File: src/sv/sacfd_pkg.sv
// shared types and constants for the sos click and fall alert detector
// no dependencies; imported by every module of the block

package sacfd_pkg;

	localparam int unsigned TimeW = 32;
	localparam int unsigned TallyW = 4;
	localparam int unsigned DelayW = 31;
	localparam int unsigned CfgIdxW = 2;

	localparam logic [TimeW-1:0] ClickWindowRst = 32'd1500;
	localparam logic [TallyW-1:0] ClicksNeededRst = 4'd3;
	localparam logic [DelayW-1:0] ConfirmDelayRst = 31'd5000;
	localparam logic [TimeW-1:0] FallTimeoutRst = 32'd10000;

	// configuration register indexes
	typedef enum logic [CfgIdxW-1:0] {
		REG_CLICK_WINDOW  = 2'd0,
		REG_CLICKS_NEEDED = 2'd1,
		REG_CONFIRM_DELAY = 2'd2,
		REG_FALL_TIMEOUT  = 2'd3
	} cfg_reg_t;

	typedef struct packed {
		logic [TimeW-1:0]  click_window_ms;
		logic [TallyW-1:0] clicks_needed;
		logic [DelayW-1:0] confirm_delay_ms;
		logic [TimeW-1:0]  fall_timeout_ms;
	} cfg_t;

	typedef struct packed {
		logic [TimeW-1:0] now_ms;
		logic             button_low;
		logic             sample_valid;
		logic             freefall;
		logic             inactivity;
	} item_t;

	typedef struct packed {
		logic sos_alert;
		logic fall_alert;
		logic sos_armed;
		logic fall_watching;
	} result_t;

endpackage

File: src/sv/sacfd_cfg.sv
// configuration register file of the sos click and fall alert detector
// depends on sacfd_pkg

module sacfd_cfg (
	input  logic                            clk,
	input  logic                            arst_n,
	input  logic                            cfg_we,
	input  logic [sacfd_pkg::CfgIdxW-1:0]   cfg_index,
	input  logic [sacfd_pkg::TimeW-1:0]     cfg_data,
	output sacfd_pkg::cfg_t                 cfg
);
	import sacfd_pkg::*;

	cfg_t cfg_q;

	always_ff @(posedge clk or negedge arst_n) begin
		if (!arst_n) begin
			cfg_q.click_window_ms  <= ClickWindowRst;
			cfg_q.clicks_needed    <= ClicksNeededRst;
			cfg_q.confirm_delay_ms <= ConfirmDelayRst;
			cfg_q.fall_timeout_ms  <= FallTimeoutRst;
		end else if (cfg_we) begin
			case (cfg_reg_t'(cfg_index))
				REG_CLICK_WINDOW:  cfg_q.click_window_ms  <= cfg_data;
				REG_CLICKS_NEEDED: cfg_q.clicks_needed    <= cfg_data[TallyW-1:0];
				REG_CONFIRM_DELAY: cfg_q.confirm_delay_ms <= cfg_data[DelayW-1:0];
				REG_FALL_TIMEOUT:  cfg_q.fall_timeout_ms  <= cfg_data;
				default: ;
			endcase
		end
	end

	assign cfg = cfg_q;

endmodule

File: src/sv/sacfd_sos.sv
// click counting and pending sos state with its deadline check
// depends on sacfd_pkg

module sacfd_sos (
	input  logic                        clk,
	input  logic                        arst_n,
	input  logic                        step,
	input  logic [sacfd_pkg::TimeW-1:0] now_ms,
	input  logic                        button_low,
	input  sacfd_pkg::cfg_t             cfg,
	output logic                        sos_alert,
	output logic                        sos_armed
);
	import sacfd_pkg::*;

	logic              prev_button_q;
	logic [TallyW-1:0] tally_q;
	logic [TimeW-1:0]  last_click_q;
	logic              waiting_q;
	logic [TimeW-1:0]  deadline_q;

	logic              click;
	logic              cancel;
	logic              counted;
	logic [TimeW-1:0]  gap;
	logic [TallyW-1:0] tally_base;
	logic [TallyW-1:0] tally_inc;
	logic              arm;
	logic [TimeW-1:0]  since_deadline;
	logic              fire;
	logic              waiting_d;
	logic [TallyW-1:0] tally_d;

	always_comb begin
		click      = button_low & ~prev_button_q;
		cancel     = click & waiting_q;
		counted    = click & ~waiting_q;
		gap        = now_ms - last_click_q;
		tally_base = (gap > cfg.click_window_ms) ? '0 : tally_q;
		tally_inc  = tally_base + TallyW'(1);
		arm        = counted & (tally_inc >= cfg.clicks_needed);
		since_deadline = now_ms - deadline_q;
		// a fresh deadline is due at once only with a zero delay
		fire = arm ? (cfg.confirm_delay_ms == '0)
		           : (waiting_q & ~cancel & ~since_deadline[TimeW-1]);
		waiting_d = (arm | (waiting_q & ~cancel)) & ~fire;
		if (cancel || arm) begin
			tally_d = '0;
		end else if (counted) begin
			tally_d = tally_inc;
		end else begin
			tally_d = tally_q;
		end
	end

	always_ff @(posedge clk or negedge arst_n) begin
		if (!arst_n) begin
			prev_button_q <= 1'b0;
			tally_q       <= '0;
			last_click_q  <= '0;
			waiting_q     <= 1'b0;
			deadline_q    <= '0;
		end else if (step) begin
			prev_button_q <= button_low;
			tally_q       <= tally_d;
			waiting_q     <= waiting_d;
			if (counted) begin
				last_click_q <= now_ms;
			end
			if (arm) begin
				deadline_q <= now_ms + TimeW'(cfg.confirm_delay_ms);
			end
		end
	end

	assign sos_alert = fire;
	assign sos_armed = waiting_d;

endmodule

File: src/sv/sacfd_fall.sv
// fall watch: freefall edge, stillness tracking and timeout
// depends on sacfd_pkg

module sacfd_fall (
	input  logic                        clk,
	input  logic                        arst_n,
	input  logic                        step,
	input  logic [sacfd_pkg::TimeW-1:0] now_ms,
	input  logic                        sample_valid,
	input  logic                        freefall,
	input  logic                        inactivity,
	input  sacfd_pkg::cfg_t             cfg,
	output logic                        fall_alert,
	output logic                        fall_watching
);
	import sacfd_pkg::*;

	logic             prev_ff_q;
	logic             watch_q;
	logic [TimeW-1:0] fall_time_q;
	logic             still_q;

	logic             start;
	logic             watch_mid;
	logic             still_mid;
	logic             moved;
	logic             still_d;
	logic [TimeW-1:0] elapsed;
	logic             timed_out;
	logic             fire;
	logic             watch_d;

	always_comb begin
		start     = sample_valid & freefall & ~prev_ff_q;
		watch_mid = start | watch_q;
		still_mid = start ? 1'b0 : still_q;
		moved     = ~inactivity & still_mid;
		still_d   = still_mid | (watch_mid & inactivity);
		// elapsed time is zero on the tick that starts the watch
		elapsed   = start ? '0 : (now_ms - fall_time_q);
		timed_out = elapsed >= cfg.fall_timeout_ms;
		fire      = sample_valid & watch_mid & ~moved & still_d & timed_out;
		if (!sample_valid) begin
			watch_d = watch_q;
		end else begin
			watch_d = watch_mid & ~moved & ~fire;
		end
	end

	always_ff @(posedge clk or negedge arst_n) begin
		if (!arst_n) begin
			prev_ff_q   <= 1'b0;
			watch_q     <= 1'b0;
			fall_time_q <= '0;
			still_q     <= 1'b0;
		end else if (step && sample_valid) begin
			prev_ff_q <= freefall;
			watch_q   <= watch_d;
			if (start) begin
				fall_time_q <= now_ms;
			end
			if (watch_mid) begin
				still_q <= still_d;
			end
		end
	end

	assign fall_alert    = fire;
	assign fall_watching = watch_d;

endmodule

File: src/sv/sos_click_and_fall_alert_detector_top.sv
// top level of the sos click and fall alert detector
// depends on sacfd_pkg, sacfd_cfg, sacfd_sos and sacfd_fall

// usage
// - input channel (in_valid/in_ready): one item per update tick, carrying the
//   millisecond timestamp, the button level and an optional motion sample
// - output channel (out_valid/out_ready): exactly one result item per input
//   item, in order: sos_alert, fall_alert, sos_armed, fall_watching
// - configuration: cfg_we writes cfg_data into register cfg_index at the
//   clock edge; 0 click window, 1 clicks needed, 2 confirm delay,
//   3 fall timeout; write only while no item is in flight
// - pipeline: the input register loads at the accept edge; the result register
//   and the detector state load together when the step runs, which waits while
//   an untaken result occupies the result register
// - throughput: one item per cycle while out_ready stays high; the step is
//   a handful of 32-bit compares and subtracts between the two registers
// - a stalled receiver holds the result register; the input register still
//   takes one more item, then in_ready drops until the result is taken
// - reset (arst_n low) clears the pipeline valid flags and all detector
//   state, and loads the configuration reset values

module sos_click_and_fall_alert_detector_top (
	input  logic                            clk,
	input  logic                            arst_n,
	input  logic                            in_valid,
	output logic                            in_ready,
	input  logic [sacfd_pkg::TimeW-1:0]     now_ms,
	input  logic                            button_low,
	input  logic                            sample_valid,
	input  logic                            freefall,
	input  logic                            inactivity,
	output logic                            out_valid,
	input  logic                            out_ready,
	output logic                            sos_alert,
	output logic                            fall_alert,
	output logic                            sos_armed,
	output logic                            fall_watching,
	input  logic                            cfg_we,
	input  logic [sacfd_pkg::CfgIdxW-1:0]   cfg_index,
	input  logic [sacfd_pkg::TimeW-1:0]     cfg_data
);
	import sacfd_pkg::*;

	cfg_t    cfg;
	item_t   item_s1;
	logic    valid_s1;
	result_t res_s2;
	logic    valid_s2;
	result_t res_d;
	logic    advance;

	// the step runs when stage 1 holds an item and the result slot frees up
	assign advance  = valid_s1 & (~valid_s2 | out_ready);
	assign in_ready = ~valid_s1 | advance;

	sacfd_cfg u_cfg (
		.clk       (clk),
		.arst_n    (arst_n),
		.cfg_we    (cfg_we),
		.cfg_index (cfg_index),
		.cfg_data  (cfg_data),
		.cfg       (cfg)
	);

	sacfd_sos u_sos (
		.clk        (clk),
		.arst_n     (arst_n),
		.step       (advance),
		.now_ms     (item_s1.now_ms),
		.button_low (item_s1.button_low),
		.cfg        (cfg),
		.sos_alert  (res_d.sos_alert),
		.sos_armed  (res_d.sos_armed)
	);

	sacfd_fall u_fall (
		.clk           (clk),
		.arst_n        (arst_n),
		.step          (advance),
		.now_ms        (item_s1.now_ms),
		.sample_valid  (item_s1.sample_valid),
		.freefall      (item_s1.freefall),
		.inactivity    (item_s1.inactivity),
		.cfg           (cfg),
		.fall_alert    (res_d.fall_alert),
		.fall_watching (res_d.fall_watching)
	);

	// input register
	always_ff @(posedge clk or negedge arst_n) begin
		if (!arst_n) begin
			valid_s1 <= 1'b0;
		end else if (in_ready) begin
			valid_s1 <= in_valid;
		end
	end

	always_ff @(posedge clk) begin
		if (in_valid && in_ready) begin
			item_s1.now_ms       <= now_ms;
			item_s1.button_low   <= button_low;
			item_s1.sample_valid <= sample_valid;
			item_s1.freefall     <= freefall;
			item_s1.inactivity   <= inactivity;
		end
	end

	// result register
	always_ff @(posedge clk or negedge arst_n) begin
		if (!arst_n) begin
			valid_s2 <= 1'b0;
		end else if (advance) begin
			valid_s2 <= 1'b1;
		end else if (out_ready) begin
			valid_s2 <= 1'b0;
		end
	end

	always_ff @(posedge clk) begin
		if (advance) begin
			res_s2 <= res_d;
		end
	end

	assign out_valid     = valid_s2;
	assign sos_alert     = res_s2.sos_alert;
	assign fall_alert    = res_s2.fall_alert;
	assign sos_armed     = res_s2.sos_armed;
	assign fall_watching = res_s2.fall_watching;

	// a firing alert always leaves its pending state cleared
	assert property (@(posedge clk) disable iff (!arst_n)
		out_valid && sos_alert |-> !sos_armed)
		else $error("sos alert with sos still armed");

	assert property (@(posedge clk) disable iff (!arst_n)
		out_valid && fall_alert |-> !fall_watching)
		else $error("fall alert with watch still active");

	// an item waiting in stage 1 with a free result slot moves on next cycle
	assert property (@(posedge clk) disable iff (!arst_n)
		valid_s1 && !valid_s2 |=> out_valid)
		else $error("stage 1 item did not reach the result register");

	// stage 1 never drops ready while it is empty
	assert property (@(posedge clk) disable iff (!arst_n)
		!valid_s1 |-> in_ready)
		else $error("input stalled with an empty input register");

endmodule

File: config.mk
export PLATFORM = sky130hd
export DESIGN_NAME = sos_click_and_fall_alert_detector_top
export DESIGN_NICKNAME = d
export VERILOG_FILES = /design/src/sv/sacfd_pkg.sv /design/src/sv/sacfd_cfg.sv /design/src/sv/sacfd_sos.sv /design/src/sv/sacfd_fall.sv /design/src/sv/sos_click_and_fall_alert_detector_top.sv
export SDC_FILE = /design/constraint.sdc
export NUM_CORES = 1
export LEC_CHECK = 0
export BUFFER_PORTS_ARGS = -buffer_cell sky130_fd_sc_hd__clkbuf_2
export CAP_MARGIN = 10
export CORE_AREA = 2 2 176 195
export CTS_CLUSTER_SIZE = 10
export DETAILED_ROUTE_END_ITERATION = 7
export DIE_AREA = 0 0 178 197
export HOLD_SLACK_MARGIN = 0.1
export PLACE_DENSITY = 0.66
export RECOVER_POWER = 50
export SLEW_MARGIN = 30
export SYNTH_ARGS = -nofsm -noshare
export SYNTH_HDL_FRONTEND = slang
export SYNTH_SLANG_ARGS = --single-unit
File: constraint.sdc
create_clock -name clk -period 8 [get_ports clk]
set_clock_uncertainty 0.1 [all_clocks]
set_input_delay 1.6 -clock clk [delete_from_list [all_inputs] [get_ports clk]]
set_output_delay 1.6 -clock clk [all_outputs]
set_load 0.02 [all_outputs]
==> results.cfg, run 1 <==
[run_status]
status = finished with violations
violations = capacitance limit, slew limit

[clock_tree]
htree_levels = 1
clk_pin_slew_ns = 0.06
ctsHoldBuffers = 0
post_cts_buffers = 0
clk_latency_ns = 0.58
clock_sinks = 246
cts_tree = built
cts_buffer_depth = 3
cts_resized = 0
cts-root-buf = clkbuf_16
cts_made_buffers = 30

[detailed_routing]
dr.pass1.iters = 7
ant_nets = 0
routedWlPerCell_um = 19.14
drtIter0Drc = 796
drc = 0
wirelength_um = 42700
viasPerCell = 5.587
vias = 12470

[logic_synthesis]
synth_area_um2 = 16300
synth-seq-cells = 246
synth-edff-count = 40
ys_seq_area_frac = 0.3913
yosys_warnings = 0
synth_cells = 1682
netlist-cell-type-count = 78
synth_ff_type = dfrtp_1
avgSynthCellArea_um2 = 9.693
syn_nets = 1952
synth_async_sr_flop_share = 0.8374

[worst_setup_path]
path_class = reg -> reg
slowest_stage = edfxtp_1
worst_setup_path_end_kind = flip-flop
cp_top_family = compound AO/OA/AOI/OAI gates
worstSetupStartpointType = flip-flop
cp_max_fo = 42
critPathMaxStageDelay_ns = 0.55
crit_buf_inv = 2
cp-startpoint = item_s1[5]
cpMostUsedCell = ha_1
cp.arrival_ns = 7.66
crit_required_ns = 8.38
r2r-start = item_s1[5]

[sta]
fin_crit_ns = 7.282
slew_headroom = -2.043
worstMarginPinSlew_ns = 4.565
setup_viol = 0
fin_setup_tns_ns = 0
hold_violations = 0
post-route-period-util = 0.9102
timing.hold.ws_ns = 0.3730
fmaxAchievable_mhz = 137.3
rsz0062_at_grt = false
final_max_slew_viol_count = 279

[global_route]
grt_pass1_vias = 12590
grt_pass1_wl_um = 68710
antenna_found_initial = 0
overflow = 0
grt_max_degree = 80
grtUsageTotal = 0.2512

[layout]
fin_nets = 2045
fin_cells = 2231
antenna_cells = 0
area_growth_pct = 11.61
final_cell_area_um2 = 18200
n_fill_cell = 3004
drive_above_1_share = 0.1512

[pwr]
power_density_nw_per_um2 = 348.6
leakagePower_nw = 8.555
ir_drop_mv = 0.2027

[die]
fp-row-count = 70
core_um2 = 33020
dieWidth_um = 178
io_pins = 81
die_area_um2 = 35070
initial_utilization = 0.4937
die_h_um = 197

[hold_path]
hp-class = reg -> reg
min-delay-start = u_sos.prev_button_q

[placed_design]
dp_hpwl_um = 31970
dp_cells = 2175
post_dp_cell_area_um2 = 17260
portBuffers = 80
globalplace.congestion = 0.8987

[run]
maxCapViolCount = 5
## sequential cells by signal (all words and copies together), names as in the netlist
register	count
u_cfg.cfg	99
item_s1	36
u_fall.fall_time_q	32
u_sos.deadline_q	32
u_sos.last_click_q	32
u_sos.tally_q	4
fall_alert	1
fall_watching	1
out_valid	1
sos_alert	1
sos_armed	1
u_fall.prev_ff_q	1
u_fall.still_q	1
u_fall.watch_q	1
u_sos.prev_button_q	1
u_sos.waiting_q	1
valid_s1	1
## cells in the mapped netlist, types with 3 or more instances
| library cell | n | area [um^2] |
|---|---|---|
| a211oi_1 | 15 | 112.6 |
| a21boi_0 | 4 | 30.03 |
| a21o_1 | 67 | 503.0 |
| a21oi_1 | 104 | 520.5 |
| a21oi_2 | 3 | 26.28 |
| a221oi_1 | 4 | 35.03 |
| a311oi_1 | 3 | 26.28 |
| a31oi_1 | 9 | 56.30 |
| and2_1 | 7 | 43.79 |
| and3_1 | 11 | 68.82 |
| and4_1 | 6 | 52.55 |
| buf_1 | 5 | 18.77 |
| clkbuf_1 | 29 | 108.9 |
| dfrtp_1 | 187 | 4679 |
| dfstp_2 | 19 | 499.2 |
| edfxtp_1 | 40 | 1201 |
| fa_1 | 3 | 60.06 |
| ha_1 | 192 | 2402 |
| inv_1 | 190 | 713.2 |
| mux2_2 | 104 | 1171 |
| mux2i_1 | 3 | 30.03 |
| nand2_1 | 143 | 536.8 |
| nand2b_1 | 22 | 137.6 |
| nand3_1 | 18 | 90.09 |
| nand3b_1 | 4 | 30.03 |
| nand4_1 | 22 | 137.6 |
| nor2_1 | 75 | 281.5 |
| nor2b_1 | 16 | 100.1 |
| nor3_1 | 18 | 90.09 |
| nor3b_1 | 5 | 37.54 |
| nor4_1 | 13 | 81.33 |
| o211ai_1 | 4 | 30.03 |
| o21a_1 | 22 | 165.2 |
| o21ai_0 | 141 | 705.7 |
| o21ai_1 | 10 | 50.05 |
| o21bai_1 | 16 | 120.1 |
| o31a_1 | 3 | 26.28 |
| o31ai_1 | 8 | 60.06 |
| or2_2 | 4 | 25.02 |
| or3_1 | 8 | 50.05 |
| xnor2_1 | 44 | 385.4 |
| xor2_1 | 35 | 306.5 |
## through the flow
step / utilization / power [mW] / setup WS [ns]
6_report: 0.5511 / 6.344 / 0.7182
5_1_grt: 0.5511 / 6.888 / 0.1744
4_1_cts: 0.5523 / 6.360 / 0.5669
3_5_place_dp: 0.5228 / 4.955 / 0.5551
3_3_place_gp: 0.5228 / 4.881 / 0.7253
2_1_floorplan: - / 4.131 / 1.581
## final timing paths
check	slack (ns)	end	depth (start not counted)
worst max-delay path	0.72	u_sos.deadline_q[31]	26
min in group asynchronous	2.56	u_fall.fall_time_q[8]	1
worst min-delay path	0.37	u_sos.prev_button_q	2
worst max register to register	0.72	u_sos.deadline_q[31]	26
max in group asynchronous	1.79	u_cfg.cfg[25]	2
worst min register to register	0.37	u_sos.prev_button_q	2
## cell usage in the layout, fill, tap and decap left out, types with 33 or more instances in the layout
cell type	Yosys	routed
ha_1	192	192
o21ai_0	141	140
nor2_1	75	74
clkbuf_1	29	33
dfrtp_1	187	187
xor2_1	35	35
xnor2_1	44	44
a21o_1	67	67
edfxtp_1	40	40
inv_1	190	190
clkbuf_2	0	68
mux2_2	104	104
nand2_1	143	142
a21oi_1	104	104
## worst reg2reg max path: stages (launching register included)
cell and delay [ns]:
edfxtp_1 0.55, ha_1 0.35, nor2b_1 0.15, o31ai_2 0.39
a21oi_2 0.15, o41ai_2 0.50, a31oi_1 0.27, a311oi_2 0.42
o31ai_1 0.15, a21oi_1 0.19, xnor2_1 0.09, ha_1 0.30
nand4_1 0.12, nor4_1 0.44, inv_1 0.06, or3_1 0.38
o21a_1 0.21, nor2b_1 0.23, ha_1 0.28, ha_1 0.28
a21o_1 0.10, a21o_1 0.10, a21oi_1 0.10, nor3_1 0.38
nand2_4 0.34, buf_4 0.30, o31ai_1 0.25
## kinds of logic (layout without fill, tap and decap cells)
group	count (synthesis)	in the layout	share of synthesized area
flip-flops	246	246	0.3913
multiplexers	107	107	0.07368
adder cells (fa/ha/maj)	195	195	0.1510
XOR/XNOR	79	79	0.04244
AND/OR/NAND/NOR	383	383	0.1138
buffers and inverters	226	343	0.05211
AO/OA/AOI/OAI	446	446	0.1756
## final cells by class
| cell class | instances | area, um^2 | share of cell area |
|---|---|---|---|
| Clock inverter | 3 | 65.06 | 0.003576 |
| Tap cell | 432 | 540.5 | 0.02970 |
| Inverter | 191 | 716.9 | 0.03940 |
| Timing Repair Buffer | 96 | 490.5 | 0.02695 |
| Multi-Input combinational cell | 1210 | 9095 | 0.4998 |
| Clock buffer | 53 | 908.4 | 0.04992 |
| Sequential cell | 246 | 6380 | 0.3506 |
## routing by layer
layer / vias to the layer above / part of all wire / GRT usage
met4: 0 / 0.034 / 0.09138
met1: 6029 / 0.45 / 0.3306
li1: 6155 / - / -
met5: - / 0 / 0
met3: 70 / 0.044 / 0.03819
met2: 211 / 0.48 / 0.4187
## power by group
| part | switching, mW | internal [mW] | leakage [nW] |
|---|---|---|---|
| Sequential | 0.188 | 1.61 | 2.86 |
| Combinational | 1.80 | 1.38 | 5.23 |
| Clock | 0.541 | 0.823 | 0.470 |
| Total | 2.53 | 3.82 | 8.56 |
(Power assumes the default switching activity.)
==> run 2, diff against run 1 <==
- CAP_MARGIN: 10 -> 20
- PLACE_DENSITY: 0.66 -> 0.74
- SETUP_SLACK_MARGIN: unset -> 0.1
==> run 2 against run 1 <==
The flow still finishes with violations (capacitance limit, slew limit). Sequential cell count did not move. Die area stayed put. Sequential share of layout area is 0.30 points higher. Combinational power hardly changed. Core utilization down 0.47 points. First-iteration DRC count is 2.4% lower. Critical path depth is the same. Cell count decreased by 0.36%. Critical path type unchanged. Largest cell class unchanged. Largest power group unchanged.
==> results.cfg, run 2 (synthesis gave the netlist of run 1 again) <==
[sta]
final_max_slew_viol_count = 264
timing.hold.ws_ns = 0.3726
setup_ws_ns = 0.7702
worstMarginPinSlew_ns = 5.652
hold_violations = 0
fmaxAchievable_mhz = 138.3
slew_headroom = -2.768
post-route-period-util = 0.9037
rsz0062_at_grt = false
setup_viol = 0
fin_crit_ns = 7.230
fin_setup_tns_ns = 0

[pwr]
p_int_mw = 3.707
pwr-share-seq = 0.291
leakagePower_nw = 8.470
ir_drop_mv = 0.1935
p_sw_mw = 2.491
power.clock.fraction = 0.200
combPwrFrac = 0.509
switching_share = 0.4019
power_density_nw_per_um2 = 343.5
p_total_mw = 6.198

[run_status]
violations = capacitance limit, slew limit
status = finished with violations

[placed_design]
globalplace.congestion = 0.8978
dp_hpwl_um = 31350
portBuffers = 80
post_dp_cell_area_um2 = 17230
post-place-ws_ns = 0.8236

[die]
io_pins = 81
fp-row-count = 70
die_area_um2 = 35070
die_h_um = 197
dieWidth_um = 178
initial_utilization = 0.4937
core_um2 = 33020

[clock_tree]
htree_levels = 1
cts_buffer_depth = 3
clk_latency_ns = 0.57
clk_pin_slew_ns = 0.05
cts_resized = 0
cts_made_buffers = 29
cts_tree = built
ctsHoldBuffers = 0
clock_sinks = 246
post_cts_buffers = 0
cts-root-buf = clkbuf_16

[layout]
largest_register_ff_count = 99
area_growth_pct = 10.66
regArea_um2 = 6380
antenna_cells = 0
drive_above_1_share = 0.1463
final_cell_area_um2 = 18040
layout_commonest_cell = ha_1
final_cell_mix = ha_1, inv_1, dfrtp_1
fin_nets = 2038
multi_input_area_um2 = 9084
n_fill_cell = 2954

[worst_setup_path]
worst_setup_path_end_kind = flip-flop
path_class = reg -> reg
cp_max_fo = 35
r2r-start = item_s1[5]
cp-startpoint = item_s1[5]
crit_buf_inv = 2
cp.arrival_ns = 7.62
crit_required_ns = 8.39
critPathMaxStageDelay_ns = 0.55
cp_top_family = compound AO/OA/AOI/OAI gates
cpMostUsedCell = ha_1
slowest_stage = edfxtp_1
worstSetupStartpointType = flip-flop

[hold_path]
hp-class = reg -> reg
min-delay-start = u_sos.prev_button_q

[global_route]
overflow = 0
grt_max_degree = 98
grt_pass1_vias = 12580
grtUsageTotal = 0.2411
antenna_found_initial = 0
grt_pass1_wl_um = 66210

[detailed_routing]
ant_nets = 0
drtIter0Drc = 777
viasPerCell = 5.686
vias = 12640
routedWlPerCell_um = 18.72
wirelength_um = 41610
drc = 0
dr.pass1.iters = 7

[run]
maxCapViolCount = 5
## run 2: changes by cell type in the layout (fill, tap and decap cells not counted), moves of 2 or more
cell       change
buf_4          -4
bufinv_16      -2
clkbuf_16      -2
clkbuf_2       +2
## run 2: power groups by stage
stage / registers (mW) / logic, mW / clock network, mW
floorplan: 1.76 / 2.38 / 0
global placement: 1.81 / 3.01 / 0
detailed placement: 1.82 / 3.11 / 0
CTS: 1.80 / 3.14 / 1.26
global route: 1.84 / 3.56 / 1.32
finish: 1.80 / 3.15 / 1.24
## run 2: metrics by stage
step	utilization	cells
after floorplan	-	1682
after global placement	0.5214	2169
after detailed placement	0.5217	2169
after CTS	0.5479	2223
after global routing	0.5464	2223
final	0.5464	2223
## run 2: tightest hold or removal path, cell delays in order (launching register included)
cell and delay, ns:
dfrtp_1 0.34, nand2_1 0.05, nand2_1 0.06
## run 2: area by class of cell
cell class | instances | share of cell area
multi-input cells | 1210 | 0.5035
repair buffers | 90 | 0.02524
clock buffers | 53 | 0.04744
well taps | 432 | 0.02996
clock inverters | 1 | 0.0004855
inverters | 191 | 0.03974
flip-flops and latches | 246 | 0.3536
## run 2: path summary, 6_finish.rpt
kind / to / slack [ns] / depth (start not counted)
worst min register to register: u_sos.prev_button_q / 0.37 / 2
worst min-delay path: u_sos.prev_button_q / 0.37 / 2
worst max-delay path: u_sos.deadline_q[17] / 0.77 / 26
max in group asynchronous: u_cfg.cfg[5] / 1.63 / 1
min in group asynchronous: out_valid / 3.00 / 1
worst max register to register: u_sos.deadline_q[17] / 0.77 / 26
## run 2: metal layers
metal,vias up,global-route usage,share of wire
met5,-,0,0
met4,0,0.07073,0.027
met3,70,0.02257,0.037
met2,267,0.4242,0.49
met1,6184,0.3140,0.45
li1,6120,-,-
==> run 3, diff against run 2 <==
- REMOVE_ABC_BUFFERS: unset -> 1
==> run 3 against run 2 <==
The flow still finishes with violations (capacitance limit, slew limit). Sequential power hardly changed. Critical path depth is 3 higher. Hold slack worse by 0.0059 ns. Final area is 0.33% higher. Critical path type unchanged.
==> results.cfg, run 3 (synthesis gave the netlist of run 1 again) <==
[layout]
final_cell_area_um2 = 18100
utilization = 0.5482
drive_above_1_share = 0.1473
fin_cells = 2224
antenna_cells = 0
fin_nets = 2039
final_cell_mix = ha_1, inv_1, dfrtp_1
area_growth_pct = 11.03
n_fill_cell = 2962
layout_commonest_cell = ha_1
largest_register_ff_count = 99

[placed_design]
post_dp_cell_area_um2 = 17230
portBuffers = 80
dp_cells = 2169
globalplace.congestion = 0.9004
dp_hpwl_um = 31420
post-place-ws_ns = 0.7216

[clock_tree]
htree_levels = 1
clk_latency_ns = 0.57
cts_tree = built
clock_sinks = 246
clk_pin_slew_ns = 0.06
cts_made_buffers = 30
cts_buffer_depth = 3
cts-root-buf = clkbuf_16
post_cts_buffers = 0

[sta]
hold_violations = 0
post-route-period-util = 0.8965
worstMarginPinSlew_ns = 4.318
timing.hold.ws_ns = 0.3668
fin_setup_tns_ns = 0
fin_crit_ns = 7.172
slew_headroom = -1.879
fmaxAchievable_mhz = 139.4
rsz0062_at_grt = false
final_max_slew_viol_count = 324
setup_ws_ns = 0.8277
setup_viol = 0

[hold_path]
hp-class = reg -> reg
min-delay-start = u_sos.prev_button_q

[detailed_routing]
ant_nets = 0
dr.pass1.iters = 5
routedWlPerCell_um = 18.72
drc = 0
viasPerCell = 5.707
drtIter0Drc = 697
wirelength_um = 41630
vias = 12690

[die]
io_pins = 81
initial_utilization = 0.4937
fp-row-count = 70
die_area_um2 = 35070
core_um2 = 33020
die_h_um = 197
dieWidth_um = 178

[worst_setup_path]
path_class = reg -> reg
r2r-start = item_s1[4]
r2r_setup_slack_ns = 0.83
critical_path.endpoint = u_sos.deadline_q[17]
cp_top_family = simple AND/OR/NAND/NOR gates
crit_buf_inv = 4
slowest_stage = nor4_1
crit_cells = 29
rr_worst_depth = 29
worstSetupStartpointType = flip-flop
cpMostUsedCell = ha_1
critPathMaxStageDelay_ns = 0.51
rr_endpoint = u_sos.deadline_q[17]
cp-startpoint = item_s1[4]
cp_max_fo = 28
crit_required_ns = 8.38
worst_setup_path_end_kind = flip-flop
cp.arrival_ns = 7.56

[global_route]
grt_pass1_vias = 12620
grt_pass1_wl_um = 66430
grtUsageTotal = 0.2422
overflow = 0
grt_max_degree = 80
antenna_found_initial = 0

[run]
maxCapViolCount = 6

[pwr]
p_total_mw = 6.244
power_density_nw_per_um2 = 344.9
leakagePower_nw = 8.507
ir_drop_mv = 0.1859

[run_status]
status = finished with violations
violations = capacitance limit, slew limit
[run 3: cell types whose count changed in the layout (fill, tap and decap cells not counted), sizes merged]
cell	before	now
buf	8	7
clkinv	1	2
bufinv	0	1
inv	191	190
clkbuf	135	136
[run 3: tightest hold or removal path: cells and delay by family, from the launching register on]
| family | cells | cell delay (ns) |
|---|---|---|
| flip-flops | 1 | 0.33 |
| AND/OR/NAND/NOR | 2 | 0.11 |
[run 3: routing by layer]
| metal | part of all wire | global-route usage | routed length, um | vias to the layer above |
|---|---|---|---|---|
| met2 | 0.50 | 0.4297 | 20620 | 291 |
| met3 | 0.041 | 0.02643 | 1711 | 79 |
| met1 | 0.43 | 0.3045 | 17880 | 6195 |
| li1 | - | - | - | 6128 |
| met5 | 0 | 0 | 0 | - |
| met4 | 0.034 | 0.08440 | 1417 | 0 |
[run 3: what timing repair did]
item,CTS,global route
resized for setup,0,1
hold buffers,0,0
endpoints found under the setup margin,0,9
[run 3: power by group]
part           switching [mW]  leakage [nW]  internal [mW]  total (mW)
Clock                   0.525         0.444          0.773        1.30
Combinational            1.77          5.21           1.37        3.15
Sequential              0.185          2.86           1.62        1.80
Total                    2.48          8.51           3.76        6.24
[run 3: worst min path at each step]
stage	end	slack [ns]	cells past startpoint
global route	u_sos.deadline_q[10]	0.40	2
global placement	u_sos.prev_button_q	0.35	2
CTS	u_sos.prev_button_q	0.37	2
finish	u_sos.prev_button_q	0.37	2
floorplan	u_sos.prev_button_q	0.34	2
detailed placement	u_sos.prev_button_q	0.35	2
[run 3: final cells by class]
cell class                      count  area [um^2]  share of cell area
Clock inverter                      2        35.03            0.001935
Sequential cell                   246         6380              0.3525
Tap cell                          432        540.5             0.02986
Clock buffer                       53        888.4             0.04908
Timing Repair Buffer               90        451.7             0.02495
Inverter                          191        716.9             0.03961
Multi-Input combinational cell   1210         9089              0.5021
